==> src/design/grs_pkg.sv <==
// ----------------------------------------------------------------------------
// grs_pkg
// Shared widths and limits for the group reverse stream block.
// ----------------------------------------------------------------------------
package grs_pkg;

  localparam int MAX_GROUP = 16;
  localparam int VALUE_W   = 32;
  localparam int SIZE_W    = 5;
  localparam int IDX_W     = $clog2(MAX_GROUP);
  localparam int CNT_W     = $clog2(MAX_GROUP + 1);
  localparam int CMP_W     = (CNT_W > SIZE_W) ? CNT_W : SIZE_W;

  localparam logic [SIZE_W-1:0] SIZE_RESET = SIZE_W'(2);

endpackage

==> src/design/grs_ram.sv <==
// ----------------------------------------------------------------------------
// grs_ram
// Generic single-write, single-read RAM with a registered read port.
// ----------------------------------------------------------------------------
module grs_ram #(
  parameter int WIDTH = 32,
  parameter int DEPTH = 16
) (
  input  logic                     clk,
  input  logic                     we,
  input  logic [$clog2(DEPTH)-1:0] waddr,
  input  logic [WIDTH-1:0]         wdata,
  input  logic                     re,
  input  logic [$clog2(DEPTH)-1:0] raddr,
  output logic [WIDTH-1:0]         rdata
);

  logic [WIDTH-1:0] mem [DEPTH];

  always_ff @(posedge clk) begin
    if (we) begin
      mem[waddr] <= wdata;
    end
    if (re) begin
      rdata <= mem[raddr];
    end
  end

endmodule

==> src/design/group_reverse_stream.sv <==
// ----------------------------------------------------------------------------
// group_reverse_stream
// Reverses a streamed list in groups of group_size values.
// ----------------------------------------------------------------------------
// Each input transfer writes its value into a 16-entry buffer RAM. When a
// group is full the buffered values are sent out in reverse order; when
// list_last arrives with a short group they are sent in arrival order. A
// group is emitted by a RAM read state, then one result per cycle from the
// registered read port while out_tready is high; no input is taken while a
// group drains. group_size of 0 or 1 passes each value through as a group
// of one, sizes above 16 act as 16. out_tuser marks the last result of each
// group, out_tlast the final result of the list.
module group_reverse_stream (
  input  logic                          clk,
  input  logic                          rst_n,
  // configuration: group_size
  input  logic                          cfg_we,
  input  logic [grs_pkg::SIZE_W-1:0]    cfg_wdata,
  // input stream
  input  logic                          in_tvalid,
  output logic                          in_tready,
  input  logic [grs_pkg::VALUE_W-1:0]   in_tdata,   // [31:0] value
  input  logic                          in_tlast,   // list_last
  // result stream
  output logic                          out_tvalid,
  input  logic                          out_tready,
  output logic [grs_pkg::VALUE_W-1:0]   out_tdata,  // [31:0] out_value
  output logic                          out_tuser,  // [0] run_last
  output logic                          out_tlast   // list_end
);

  localparam logic [1:0] ST_IDLE = 2'd0;
  localparam logic [1:0] ST_RD   = 2'd1;
  localparam logic [1:0] ST_OUT  = 2'd2;

  localparam int IW = grs_pkg::IDX_W;
  localparam int CW = grs_pkg::CNT_W;
  localparam int KW = grs_pkg::CMP_W;

  logic [1:0]                  state_r, state_nxt;
  logic [grs_pkg::SIZE_W-1:0]  group_size_r;
  logic [CW-1:0]               fill_r, fill_nxt;
  logic [CW-1:0]               n_r, n_nxt;
  logic [CW-1:0]               pos_r, pos_nxt;
  logic                        rev_r, rev_nxt;
  logic                        last_r, last_nxt;

  logic                        in_xfer, out_xfer;
  logic [KW-1:0]               size_ext, k_eff, n_in_ext;
  logic [CW-1:0]               n_in;
  logic                        do_rev, do_emit;
  logic [IW-1:0]               wr_idx;
  logic                        rd_en;
  logic [CW-1:0]               rd_pos, rd_cnt;
  logic [IW-1:0]               rd_idx;
  logic                        final_res;

  assign in_tready  = (state_r == ST_IDLE);
  assign out_tvalid = (state_r == ST_OUT);
  assign in_xfer    = in_tvalid & in_tready;
  assign out_xfer   = out_tvalid & out_tready;

  // effective group size: at least one, at most the buffer depth
  always_comb begin
    size_ext = KW'(group_size_r);
    if (size_ext == '0) begin
      k_eff = KW'(1);
    end else if (size_ext > KW'(grs_pkg::MAX_GROUP)) begin
      k_eff = KW'(grs_pkg::MAX_GROUP);
    end else begin
      k_eff = size_ext;
    end
  end

  assign wr_idx   = (fill_r >= CW'(grs_pkg::MAX_GROUP)) ? '0 : fill_r[IW-1:0];
  assign n_in     = CW'({1'b0, wr_idx} + 1'b1);
  assign n_in_ext = KW'(n_in);
  assign do_rev   = (n_in_ext >= k_eff);
  assign do_emit  = do_rev | in_tlast;

  assign final_res = (CW'(pos_r + 1'b1) == n_r);

  always_comb begin
    state_nxt = state_r;
    fill_nxt  = fill_r;
    n_nxt     = n_r;
    pos_nxt   = pos_r;
    rev_nxt   = rev_r;
    last_nxt  = last_r;
    rd_en     = 1'b0;
    rd_pos    = pos_r;
    case (state_r)
      ST_IDLE: begin
        if (in_xfer) begin
          if (do_emit) begin
            fill_nxt  = '0;
            n_nxt     = n_in;
            pos_nxt   = '0;
            rev_nxt   = do_rev;
            last_nxt  = in_tlast;
            state_nxt = ST_RD;
          end else begin
            fill_nxt = n_in;
          end
        end
      end
      ST_RD: begin
        rd_en     = 1'b1;
        state_nxt = ST_OUT;
      end
      ST_OUT: begin
        if (out_xfer) begin
          if (final_res) begin
            state_nxt = ST_IDLE;
          end else begin
            // fetch the next entry so it lands as this one is taken
            rd_en   = 1'b1;
            rd_pos  = CW'(pos_r + 1'b1);
            pos_nxt = rd_pos;
          end
        end
      end
      default: begin
        state_nxt = ST_IDLE;
      end
    endcase
  end

  assign rd_cnt = rev_r ? CW'(n_r - 1'b1 - rd_pos) : rd_pos;
  assign rd_idx = rd_cnt[IW-1:0];

  grs_ram #(
    .WIDTH (grs_pkg::VALUE_W),
    .DEPTH (grs_pkg::MAX_GROUP)
  ) u_store (
    .clk   (clk),
    .we    (in_xfer),
    .waddr (wr_idx),
    .wdata (in_tdata),
    .re    (rd_en),
    .raddr (rd_idx),
    .rdata (out_tdata)
  );

  assign out_tuser = final_res;
  assign out_tlast = final_res & last_r;

  always_ff @(posedge clk) begin
    if (!rst_n) begin
      state_r      <= ST_IDLE;
      group_size_r <= grs_pkg::SIZE_RESET;
      fill_r       <= '0;
      n_r          <= '0;
      pos_r        <= '0;
      rev_r        <= 1'b0;
      last_r       <= 1'b0;
    end else begin
      state_r <= state_nxt;
      fill_r  <= fill_nxt;
      n_r     <= n_nxt;
      pos_r   <= pos_nxt;
      rev_r   <= rev_nxt;
      last_r  <= last_nxt;
      if (cfg_we) begin
        group_size_r <= cfg_wdata;
      end
    end
  end

  // buffer never holds a full group between transfers
  a_fill_bound: assert property (@(posedge clk) disable iff (!rst_n)
    fill_r < CW'(grs_pkg::MAX_GROUP))
    else $error("fill count reached buffer depth");

  // an emitting transfer always starts a drain with the buffer emptied
  a_emit_starts_drain: assert property (@(posedge clk) disable iff (!rst_n)
    (in_xfer && do_emit) |=> (state_r == ST_RD && fill_r == '0))
    else $error("emit did not start drain");

  // drain position stays inside the group being emitted
  a_pos_in_group: assert property (@(posedge clk) disable iff (!rst_n)
    (state_r == ST_OUT) |-> (pos_r < n_r))
    else $error("drain position beyond group");

  // a held result keeps its data while stalled
  a_out_hold: assert property (@(posedge clk) disable iff (!rst_n)
    (out_tvalid && !out_tready) |=> (out_tvalid && $stable(out_tdata)))
    else $error("stalled result changed");

endmodule
==> config.mk <==
export PLATFORM = sky130hd
export DESIGN_NAME = group_reverse_stream
export DESIGN_NICKNAME = d
export VERILOG_FILES = /design/src/design/grs_pkg.sv /design/src/design/grs_ram.sv /design/src/design/group_reverse_stream.sv
export SDC_FILE = /design/constraint.sdc
export NUM_CORES = 1
export LEC_CHECK = 0
export ABC_AREA = 1
export BUFFER_PORTS_ARGS = -buffer_cell sky130_fd_sc_hd__buf_2
export CAP_MARGIN = 15
export CORE_ASPECT_RATIO = 1.2
export CORE_MARGIN = 2
export CORE_UTILIZATION = 61
export CTS_BUF_LIST = sky130_fd_sc_hd__clkbuf_16
export CTS_CLUSTER_DIAMETER = 100
export DETAILED_ROUTE_END_ITERATION = 7
export PLACE_DENSITY = 0.78
export SETUP_SLACK_MARGIN = 0.02
export SYNTH_ARGS = -nofsm -noshare
export SYNTH_HDL_FRONTEND = slang
export SYNTH_HIERARCHICAL = 1
export SYNTH_SLANG_ARGS = --single-unit
==> constraint.sdc <==
create_clock -name clk -period 7.9 [get_ports clk]
set_input_delay 0.79 -clock clk [delete_from_list [all_inputs] [get_ports clk]]
set_output_delay 0.79 -clock clk [all_outputs]
set_load 0.02 [all_outputs]
==> Word-level counts from Yosys, hierarchy flattened <==
Memory sizes are Yosys's and may differ from the RTL's. A register that Yosys moved wholly into a read port is not among the register bits.
Cells that the tools add are included.
{ "word_totals": {"regBits": 24, "ram_bits": 512, "in_bits": 43, "output_inout_bits": 36, "word_cells": 54, "mem_count": 1} }
{ "op_classes": {"n_addsub": 4, "n_lt_le_gt_ge": 3, "eq_ne": 7, "muxes": 21, "bitwise_logic": 4, "reduce_logical": 7} }
{ "mem_list": {"columns": ["name", "depth", "word_bits", "read_ports", "rd_clocked_by_memory_dff", "wr", "line_no", "text"], "rows": [
  ["u_store.mem", 16, 32, 1, 1, 1, "grs_ram.sv:18", "logic [WIDTH-1:0] mem [DEPTH];"]
]} }
{ "op_table": {"columns": ["operator", "count"], "rows": [
  ["2-to-1 mux 5 bit", 7],
  ["2-to-1 mux 4 bit", 3],
  ["case mux 5 bit (2 select lines)", 1],
  ["2-to-1 mux 2 bit", 4],
  ["inequality test 2 x 1 -> 1 bit (second input constant)", 4],
  ["case mux 2 bit (3 select lines)", 1],
  ["AND reduction 3 bit", 2],
  ["adder 4 x 1 -> 5 bit (second input constant)", 1],
  ["adder 5 x 1 -> 5 bit (second input constant)", 1],
  ["equality test 5 bit", 1],
  [">= comparator 5 bit", 1],
  [">= comparator 5 bit (second input constant)", 1],
  ["greater-than comparator 5 bit (second input constant)", 1],
  ["logical NOT 5 bit", 1],
  ["2-to-1 mux 1 bit", 4],
  ["AND reduction 4 bit", 1],
  ["subtractor 4 x 1 -> 4 bit (second input constant)", 1],
  ["subtractor 4 bit", 1],
  ["bitwise AND 1 bit", 3],
  ["equality test 2 x 1 -> 1 bit (second input constant)", 1],
  ["equality test 2 bit (second input constant)", 1],
  ["logical NOT 2 bit", 1],
  ["case mux 1 bit (2 select lines)", 1],
  ["AND reduction 2 bit", 1],
  ["other kinds (2)", 2]
]} }

==> Logic depth before layout (Yosys ltp) <==
Gate-level depths: netlist (run 1).
{ "logic_depth": {"depth_word": 8, "ltp_mapped": 29, "depth_no_buf": 26} }

==> By module <==
Netlist (run 1), hierarchy kept.
{ "modules_own_cells": {"columns": ["mod", "instances", "cells_per_inst", "area_per_inst_um2", "seq_area_each_um2"], "rows": [
  ["grs_ram", 1, 2120, 23050.9, 16335.7],
  ["group_reverse_stream", 1, 260, 1674.1, 480.5]
]} }

==> Least setup slack after synthesis (run 1) <==
OpenSTA, ideal clock, no wires.
{ "synth_path": {"path_type": "register -> register", "start": "register state_r[0]", "end": "register u_store.rdata[0], read port of u_store.mem (enable)", "arrival_ps": 3663, "t_required_ps": 7430, "path_slack_ps": 3767, "path_stages_with_launch": 8, "n_path_buf": 1, "synth_period_minus_slack_ps": 4133, "cell_sequence": "dfxtp_1 inv_1 ha_1 clkbuf_1 nand2_1 inv_1 nand2_1 a21boi_0"} }
{ "synth_between": {"elab_cells_between_ends": 9} }
{ "synth_lines": {"columns": ["element", "line_no", "text"], "rows": [
  ["from (decl)", "group_reverse_stream.sv:40", "logic [1:0] state_r, state_nxt;"],
  ["from (signal assigned)", "group_reverse_stream.sv:158", "state_r <= state_nxt;"],
  ["equality test 2 bit *", "group_reverse_stream.sv:59", "assign out_tvalid = (state_r == ST_OUT);"],
  ["net out_tvalid", "group_reverse_stream.sv:25", "output logic out_tvalid,"],
  ["bitwise AND 1 bit", "group_reverse_stream.sv:61", "assign out_xfer = out_tvalid & out_tready;"],
  ["2-to-1 mux 1 bit", "group_reverse_stream.sv:112", "if (out_xfer) begin"],
  ["case mux 1 bit (2 select lines) *", "group_reverse_stream.sv:92", "case (state_r)"],
  ["net rd_en", "group_reverse_stream.sv:53", "logic rd_en;"],
  ["to (decl)", "grs_ram.sv:15", "output logic [WIDTH-1:0] rdata"]
]} }
The timed path passes the listed nets; every way through them passes the cells marked *.
A chain may end at the register's enable or synchronous reset.

==> Worst setup path after layout (run 1) <==
{ "layout_path": {"start": "register pos_r[0]", "end": "register u_store.rdata[29], read port of u_store.mem, data pin"} }
{ "layout_between": {"elab_chain_cells": 7, "elab_cells_between_ends": 10} }
{ "layout_rtl": {"columns": ["element", "line_no", "text"], "rows": [
  ["from (decl)", "group_reverse_stream.sv:44", "logic [CW-1:0] pos_r, pos_nxt;"],
  ["from (signal assigned)", "group_reverse_stream.sv:161", "pos_r <= pos_nxt;"],
  ["adder 5 x 1 -> 5 bit", "group_reverse_stream.sv:81, group_reverse_stream.sv:118", null],
  ["equality test 5 bit", "group_reverse_stream.sv:81", "assign final_res = (CW'(pos_r + 1'b1) == n_r);"],
  ["2-to-1 mux 5 bit (2 in a row)", null, null],
  ["2-to-1 mux 4 bit *", "group_reverse_stream.sv:92", null],
  ["subtractor 4 bit", "group_reverse_stream.sv:129", "assign rd_cnt = rev_r ? CW'(n_r - 1'b1 - rd_pos) : rd_pos;"],
  ["2-to-1 mux 4 bit *", "group_reverse_stream.sv:129", null],
  ["net rd_cnt[1]", "group_reverse_stream.sv:54", "logic [CW-1:0] rd_pos, rd_cnt;"]
]} }
Marks and branches as above.

==> results of run 1 <==
==> cell type report <==
type,instances,area share
antenna,1,0.0000928
clock buffer,53,0.0492
clock inverter,40,0.00733
inverter,432,0.0604
multi-input combinational,1271,0.212
sequential,568,0.623
tap,533,0.0247
timing repair buffer,105,0.0232
==> worst paths after layout <==
check,startpoint,cells after the start,end
max,pos_r[0],22,u_store/rdata[29]
min,cfg_wdata[1],3,group_size_r[1]
max reg2reg,pos_r[0],22,u_store/rdata[29]
min reg2reg,fill_r[1],2,fill_r[1]
==> flip-flops by register name, summed over array words and instances, names as in the netlist <==
signal	flops
rev_r	1
pos_r	5
n_r	5
u_store/mem	512
state_r	2
u_store/rdata	32
fill_r	5
last_r	1
group_size_r	5
==> placed cells by master (no fill, tap or decap), types with 4 or more instances in the layout <==
cell,n
dfxtp_1,24
o21ai_0,10
buf_2,78
a21oi_1,16
nand3_1,407
inv_1,446
buf_4,25
nand4_1,4
nor2_4,16
nand2_2,4
a211oi_1,6
edfxtp_1,544
clkbuf_16,53
ha_1,13
nand2_1,747
nor2_1,24
clkinv_1,14
==> cells by family (layout without fill, tap and decap cells) <==
kind of cell / Yosys count / count (layout) / share of synthesized area
xor+xnor: 3 / 3 / 0.00106
flops: 568 / 568 / 0.680
compound gates: 39 / 39 / 0.00906
other cells: 0 / 1 / 0
fa+ha+maj: 14 / 14 / 0.00739
buf+inv: 541 / 630 / 0.0950
simple gates: 1215 / 1215 / 0.207
==> worst reg2reg max path: stages (launching register included) <==
cell	delay, ns
dfxtp_1	0.45
ha_1	0.28
nand2_2	0.07
nand2_1	0.12
nand2_1	0.06
nand2_1	0.05
nand2_1	0.05
nor2_2	0.11
nand3_2	0.23
nand2_1	0.27
nand2_1	0.10
nand2_1	0.14
ha_1	0.16
inv_1	0.05
fa_1	0.46
or2_2	0.13
nand2_4	0.39
inv_4	0.68
buf_4	0.92
nand3_1	0.24
nand3_1	0.14
nand3_1	0.13
nand2_1	0.10
==> power groups by stage <==
stage | registers, mW | clock network [mW] | logic, mW
after global placement | 3.76 | 0 | 3.21
after CTS | 3.71 | 2.30 | 3.33
after floorplan | 3.80 | 0 | 2.45
after global routing | 3.72 | 2.41 | 3.74
after detailed placement | 3.77 | 0 | 3.32
final | 3.71 | 2.27 | 3.39
==> layer usage <==
metal | vias to the layer above | wire (µm) | track usage
met1 | 7860 | 20900 | 0.350
li1 | 7800 | - | -
met3 | 163 | 5480 | 0.0426
met5 | - | 16 | 0
met2 | 865 | 28900 | 0.473
met4 | 2 | 2090 | 0.117
==> metrics by stage <==
step	utilization	setup slack (ns)	power, mW	hold slack, ns
after floorplan	-	3.77	6.25	0.437
after global placement	0.638	2.75	6.97	0.451
after detailed placement	0.638	2.60	7.09	0.464
after CTS	0.676	2.57	9.34	0.412
after global routing	0.677	2.07	9.87	0.433
final	0.677	2.45	9.37	0.431
==> impl_metrics.yaml, run 1 <==
route:
  drt_drc_violations_left: 0
  post_drt_wl_per_cell_um: 19.1
  drt-initial-drc-count: 1780
  dr.pass1.iters: 5
  num_vias: 16690
  drt-vias-per-instance: 5.56
  routed_wl_um: 57400
  antenna_left: 0
synth:
  synth_warnings: 6
  syn_inst: 2380
  synthTopCellsByArea: "edfxtp_1 66%, nand2_1 11%, nand3_1 8.2%"
  async_flop_share: 0
  synth_edf_count: 544
  seq_area_frac_synth: 0.680
  yosysTopAreaCellShare: 0.661
  synth_nets: 2437
  synth_top_flop_cell: "edfxtp_1"
  netlist_top_cells_count: "749 x nand2_1, 544 x edfxtp_1, 428 x inv_1"
  syn_area_per_cell_um2: 10.4
  synth_most_common_cell: "nand2_1"
  yosys.area.top_type: "edfxtp_1"
  yosys_register_bits: 568
  synthDistinctLibCells: 36
  syn-cell-area_um2: 24700
global_routing:
  grt_start_max_net_pins: 239
  first_global_vias: 16333
  grt.total_usage: 0.275
  antenna_found_initial: 2
  overflow: 0
  grt_pass1_wl_um: 88600
clock_tree:
  cts_root_buffer: "clkbuf_16"
  cts_buffers: 53
  cts.sinks: 568
  path_clk_slew_ns: 0.06
  cts_setup_buffers: 0
  clock_path_buffers: 3
  cts.htree.levels: 2
  cts_resized: 0
  hold_buffers: 0
  cts_tree: "done"
  clk_latency_ns: 0.58
timing:
  layout_min_cycle_time_ns: 5.45
  rsz0062_at_grt: "no"
  finalHoldViolations: 0
  fmax_mhz: 183
  skew_ns: 0.0247
  setup_viol: 0
  worst_pin_slew_ns: 1.19
  slew_headroom: 0.209
  slew_viol_final: 0
  tns_ns: 0
  finalCritPeriodShare: 0.690
floorplanning:
  rows: 80
  die_w_um: 188
  die_h_um: 225
  start_util: 0.621
  die_area_um2: 42200
  core_area_um2: 39800
  ios: 79
place:
  placedInstanceArea_um2: 25400
  placed_cells: 2908
  post-dp-hpwl_um: 29500
  gp_congestion: 0.802
  io_buffers: 78
worst_setup_path:
  path_max_fanout: 79
  critPathLaunchType: "register"
  crit_path_end_kind: "register"
  arrival_ns: 5.89
  cp_slowest_cell: "buf_4"
  cp_cell_sequence: "ha_1 > nand2_2 > nand2_1 > nand2_1 > nand2_1 > nand2_1 > nor2_2 > nand3_2 > nand2_1 > nand2_1 > nand2_1 > ha_1 > inv_1 > fa_1 > or2_2 > nand2_4 > inv_4 > buf_4 > nand3_1 > nand3_1 > nand3_1 > nand2_1"
  crit_family: "simple AND/OR/NAND/NOR gates"
  worstSetupPathType: "reg2reg"
  path_buf_inv: 3
  cpMostUsedCell: "nand2_1"
  critPathMaxStageDelay_ns: 0.89
  r2r_slack_ns: 2.45
  critPathRequiredTime_ns: 8.34
finish:
  fin_area_um2: 27000
  final_cells: 3003
  area_growth_pct: 9.11
  n_fill_cell: 2842
  seq_area_um2: 16800
  multiInputGateArea_um2: 5710
  num-nets-final: 2488
  drive_gt1_frac: 0.0802
power_and_ir_drop:
  internal-power_mw: 5.83
  cellPowerDensity_nw_per_um2: 347
  p_seq_frac: 0.395
  p_comb_frac: 0.362
  power_frac_clock: 0.243
  leakagePower_nw: 11.5
  p_switching_mw: 3.54
  swShare: 0.378
  irDropWorstVdd_v: 0.000283
worst_hold_path:
  timing.hold.worst.class: "in2reg"
outcome:
  status: "completed"
run:
  maxCapViolations: 0
(Power assumes the default switching activity.)
==> run 2, diff against run 1 <==
--- a/config.mk
+++ b/config.mk
@@ -5,7 +5,7 @@
 export SDC_FILE = /design/constraint.sdc
 export NUM_CORES = 1
 export LEC_CHECK = 0
-export ABC_AREA = 1
+export ABC_AREA = 0
 export BUFFER_PORTS_ARGS = -buffer_cell sky130_fd_sc_hd__buf_2
 export CAP_MARGIN = 15
 export CORE_ASPECT_RATIO = 1.2
@@ -14,7 +14,7 @@
 export CTS_BUF_LIST = sky130_fd_sc_hd__clkbuf_16
 export CTS_CLUSTER_DIAMETER = 100
 export DETAILED_ROUTE_END_ITERATION = 7
-export PLACE_DENSITY = 0.78
+export PLACE_DENSITY = 0.79
 export SETUP_SLACK_MARGIN = 0.02
 export SYNTH_ARGS = -nofsm -noshare
 export SYNTH_HDL_FRONTEND = slang
==> constraint.sdc (replaced) <==
create_clock -name clk -period 5.6 [get_ports clk]
set_input_delay 0.56 -clock clk [delete_from_list [all_inputs] [get_ports clk]]
set_output_delay 0.56 -clock clk [all_outputs]
set_load 0.02 [all_outputs]
==> impl_metrics.yaml, run 2 <==
outcome:
  status: "completed"
power_and_ir_drop:
  cellPowerDensity_nw_per_um2: 378
  p_comb_frac: 0.115
  power_frac_clock: 0.372
  swShare: 0.226
  irDropWorstVdd_v: 0.000257
  p_seq_frac: 0.513
  internal-power_mw: 7.26
  leakagePower_nw: 7.93
  p_switching_mw: 2.13
clock_tree:
  cts_tree: "done"
  path_clk_slew_ns: 0.06
  cts_resized: 0
  cts.htree.levels: 2
  clk_latency_ns: 0.58
  cts_setup_buffers: 0
  clock_path_buffers: 3
  cts_buffers: 51
  hold_buffers: 0
  cts.sinks: 568
  cts_root_buffer: "clkbuf_16"
route:
  drt-initial-drc-count: 1315
  drt_drc_violations_left: 0
  drt-vias-per-instance: 6.57
  post_drt_wl_per_cell_um: 28.6
  dr.pass1.iters: 6
  routed_wl_um: 48200
  num_vias: 11072
  antenna_left: 0
worst_setup_path:
  arrival_ns: 5.17
  crit_path_end_kind: "register"
  path_max_fanout: 32
  worstSetupPathType: "reg2reg"
  critPathRequiredTime_ns: 6.03
  critPathLaunchType: "register"
place:
  post-dp-hpwl_um: 24700
  placedInstanceArea_um2: 23100
  io_buffers: 78
  gp_congestion: 0.830
finish:
  area_growth_pct: 13.2
  multiInputGateArea_um2: 4960
  num-nets-final: 1234
  largest_reg_flops: 512
  num_antenna_cells: 0
  mostFrequentLayoutCells: "544 x edfxtp_1, 128 x mux4_2, 78 x buf_2"
  seq_area_um2: 16800
  drive_gt1_frac: 0.280
  fin_area_um2: 24800
  final_common_cell: "edfxtp_1"
  largest-register: "u_store/mem"
  top_regs: "u_store/mem: 512 flops, u_store/rdata: 32 flops"
  n_fill_cell: 2131
synth:
  synth_most_common_cell: "edfxtp_1"
  syn_area_per_cell_um2: 20.6
  seq_area_frac_synth: 0.767
  synth_edf_count: 544
  yosys_register_bits: 568
  syn-cell-area_um2: 21900
  netlist_top_cells_count: "544 x edfxtp_1, 128 x mux4_2, 66 x a22oi_1"
  async_flop_share: 0
  synth_warnings: 6
  synthDistinctLibCells: 51
  synth_top_flop_cell: "edfxtp_1"
  synth_nets: 1122
  yosysTopAreaCellShare: 0.745
  synthTopCellsByArea: "edfxtp_1 75%, mux4_2 13%, a22oi_1 2.3%"
  syn_inst: 1065
  yosys.area.top_type: "edfxtp_1"
timing:
  finalHoldViolations: 0
  setup_viol: 0
  slew_headroom: 0.259
  skew_ns: 0.0179
  rsz0062_at_grt: "no"
  worst_pin_slew_ns: 1.11
  tns_ns: 0
  finalCritPeriodShare: 0.845
  hold_slack_ns: 0.210
  fmax_mhz: 211
  layout_min_cycle_time_ns: 4.73
  slew_viol_final: 0
floorplanning:
  die_area_um2: 37500
  die_h_um: 212
  rows: 76
  ios: 79
  core_area_um2: 35700
  die_w_um: 177
  start_util: 0.615
global_routing:
  grt.total_usage: 0.268
  grt.met1_usage: 0.345
  antenna_found_initial: 1
  first_global_vias: 11529
  grt.met2_usage: 0.452
  globalRouteMet3Util: 0.0503
  grt_start_max_net_pins: 37
  grt_pass1_wl_um: 71900
  overflow: 0
  top_usage_layer: "met2"
worst_hold_path:
  timing.hold.worst.class: "in2reg"
run:
  maxCapViolations: 0
run 2: changes by cell type in the layout (fill, tap and decap cells not counted), moves of 6 or more:
cell	previous run	this run
a211oi_1	6	0
a21o_1	0	6
a22oi_1	0	66
bufinv_16	1	7
inv_1	446	20
mux2i_1	0	7
mux4_2	0	128
nand2_1	747	54
nand3_1	407	20
run 2: worst paths after layout:
kind | startpoint | endpoint | slack (ns) | depth (start not counted)
setup / recovery | pos_r[0] | u_store/rdata[18] | 0.87 | 17
hold / removal | cfg_wdata[1] | group_size_r[1] | 0.21 | 3
setup reg to reg | pos_r[0] | u_store/rdata[18] | 0.87 | 17
hold reg to reg | state_r[1] | state_r[1] | 0.48 | 2
run 2: cell families after synthesis:
group	count (synthesis)	synth area share
adder cells (fa/ha/maj)	14	0.00833
multiplexers	135	0.135
buffers and inverters	68	0.0144
AND/OR/NAND/NOR	150	0.0317
flip-flops	568	0.767
AO/OA/AOI/OAI	119	0.0394
XOR/XNOR	11	0.00439
run 2: layer usage:
metal | vias up | share of wire
met4 | 2 | 0.044
met3 | 128 | 0.086
met2 | 592 | 0.52
li1 | 4641 | -
met1 | 5709 | 0.35
met5 | - | 0.00027
run 2: power groups by stage:
stage          Combinational, mW  Sequential [mW]  Clock (mW)
2_1_floorplan              0.735             4.92           0
3_3_place_gp                1.05             4.90           0
3_5_place_dp                1.07             4.91           0
4_1_cts                     1.09             4.82        3.54
5_1_grt                     1.17             4.82        3.67
6_report                    1.08             4.82        3.50
run 2: area by class of cell:
| cell class | instances | share of cell area |
|---|---|---|
| sequential | 568 | 0.677 |
| multi-input combinational | 429 | 0.200 |
| clock buffer | 52 | 0.0524 |
| timing repair buffer | 112 | 0.0290 |
| tap | 468 | 0.0236 |
| clock inverter | 40 | 0.0156 |
| inverter | 15 | 0.00237 |
run 2: metrics by stage:
stage	utilization	std cells	power, mW	worst slack (ns)
floorplan	-	1065	5.66	1.03
global placement	0.649	1592	5.95	1.11
detailed placement	0.649	1592	5.98	0.914
CTS	0.696	1684	9.44	0.912
global route	0.696	1684	9.66	0.585
finish	0.696	1684	9.39	0.867
run 2: critical path: stages (launching register included):
cell,delay [ns]
dfxtp_1,0.42
ha_1,0.30
xor2_1,0.18
o21ai_1,0.13
o211ai_4,0.34
inv_4,0.11
o21ai_0,0.43
and2_1,0.20
ha_1,0.22
a21o_1,0.18
a21oi_1,0.16
mux2i_1,0.26
xor2_1,0.11
xnor2_1,0.48
nor2b_4,0.25
buf_4,0.49
a22oi_1,0.20
nand2_1,0.11
==> run 3, diff against run 2 <==
==> constraint.sdc (replaced) <==
create_clock -name clk -period 4.9 [get_ports clk]
set_input_delay 0.49 -clock clk [delete_from_list [all_inputs] [get_ports clk]]
set_output_delay 0.49 -clock clk [all_outputs]
set_load 0.02 [all_outputs]
==> impl_metrics.yaml, run 3 (synthesis results as in run 2) <==
outcome:
  status: "completed"
worst_setup_path:
  cp_cell_sequence: "ha_1 > xor2_1 > o21ai_1 > o211ai_4 > inv_4 > or4_1 > and2_1 > ha_1 > a21oi_1 > mux2i_1 > xor2_1 > xnor2_2 > buf_4 > nor2_4 > buf_12 > buf_4 > a22oi_1 > nand2_1"
  critPathMaxStageDelay_ns: 0.53
  arrival_ns: 4.96
  worstSetupPathType: "reg2reg"
  path_max_fanout: 12
  rr_startpoint: "pos_r[0]"
  critPathLaunchType: "register"
  cp_slowest_cell: "or4_1"
  crit_path_end_kind: "register"
  critPathLaunch: "pos_r[0]"
  critPathRequiredTime_ns: 5.22
timing:
  tns_ns: 0
  rsz0062_at_grt: "no"
  skew_ns: 0.0167
  slew_headroom: 0.299
  worst_pin_slew_ns: 1.05
  finalHoldViolations: 0
  setup_viol: 0
  layout_min_cycle_time_ns: 4.64
  slew_viol_final: 0
  hold_slack_ns: 0.123
  setup_ws_ns: 0.265
  finalCritPeriodShare: 0.946
  fmax_mhz: 216
power_and_ir_drop:
  cellPowerDensity_nw_per_um2: 435
  finalPower_mw: 10.9
  leakagePower_nw: 8.06
  irDropWorstVdd_v: 0.000305
finish:
  fin_area_um2: 25100
  num-nets-final: 1249
  final_cells: 1705
  n_fill_cell: 2101
  mostFrequentLayoutCells: "544 x edfxtp_1, 128 x mux4_2, 78 x buf_2"
  largest_reg_flops: 512
  largest-register: "u_store/mem"
  area_growth_pct: 14.4
  drive_gt1_frac: 0.293
  seq_area_um2: 16800
  top_regs: "u_store/mem: 512 flops, u_store/rdata: 32 flops"
  postLayoutCoreUtil: 0.703
  final_common_cell: "edfxtp_1"
  multiInputGateArea_um2: 5000
route:
  post_drt_wl_per_cell_um: 29.3
  drt-initial-drc-count: 1366
  routed_wl_um: 50000
  num_vias: 11244
  drt-vias-per-instance: 6.59
  drt_drc_violations_left: 0
  antenna_left: 0
  dr.pass1.iters: 5
clock_tree:
  cts_tree: "done"
  cts.htree.levels: 2
  clk_latency_ns: 0.58
  cts_buffers: 52
  cts.sinks: 568
  hold_buffers: 0
  cts_root_buffer: "clkbuf_16"
  clock_path_buffers: 3
  path_clk_slew_ns: 0.07
floorplanning:
  rows: 76
  die_w_um: 177
  ios: 79
  die_area_um2: 37500
  start_util: 0.615
  core_area_um2: 35700
  die_h_um: 212
global_routing:
  first_global_vias: 11388
  overflow: 0
  grt_start_max_net_pins: 50
  antenna_found_initial: 5
  grt.total_usage: 0.271
  grt_pass1_wl_um: 72800
place:
  io_buffers: 78
  placedInstanceArea_um2: 23200
  placed_cells: 1598
  post-place-ws_ns: 0.156
  post-dp-hpwl_um: 26500
  gp_congestion: 0.827
worst_hold_path:
  timing.hold.worst.class: "in2reg"
  worstHoldStart: "cfg_wdata[1]"
run:
  maxCapViolations: 0
-- run 3: changes by cell type in the layout (fill, tap and decap cells not counted), sizes merged, moves of 2 or more --
cell      delta
diode        +2
clkinv       -5
buf         +11
clkinvlp     +3
inv          +5
clkbuf       +2
nor2b        +2
-- run 3: worst paths after layout --
path                                     endpoint  slack, ns  cells after the start
worst max register to register  u_store/rdata[12]       0.26                     18
worst max-delay path            u_store/rdata[12]       0.26                     18
worst min register to register          fill_r[1]       0.47                      2
worst min-delay path              group_size_r[1]       0.12                      3
-- run 3: cell type report --
cell class | count | share of cell area
repair buffers | 123 | 0.0340
multi-input cells | 432 | 0.199
clock inverters | 43 | 0.0161
well taps | 468 | 0.0234
diodes | 2 | 0.000200
inverters | 15 | 0.00235
clock buffers | 54 | 0.0539
flip-flops and latches | 568 | 0.671
-- run 3: timing repair --
item                                    CTS  global route
endpoints found under the hold margin     0             0
gates resized for setup                   0             5
endpoints found under the setup margin    0            32
buffers inserted                          0             5
-- run 3: power by group --
| group | switching [mW] | internal (mW) | total (mW) |
|---|---|---|---|
| Sequential | 0.0458 | 5.46 | 5.51 |
| Clock | 1.72 | 2.37 | 4.09 |
| Combinational | 0.743 | 0.575 | 1.32 |
-- run 3: worst max-delay path: cells and delay by family, from the launching register on --
family | cells | cell delay (ns)
AOI/OAI and AO/OA | 4 | 0.85
and+or+nand+nor | 4 | 0.90
xor gates and xnor gates | 3 | 0.61
adders and majority gates | 2 | 0.60
muxes | 1 | 0.23
DFF | 1 | 0.43
buffers and inverters | 4 | 0.74
-- run 3: metal layers --
metal  global-route usage  vias up  share of wire
li1                     -     4685              -
met1                0.356     5831           0.36
met2                0.462      601           0.53
met3               0.0422      123          0.078
met4               0.0995        4          0.033
met5                    0        -        0.00054
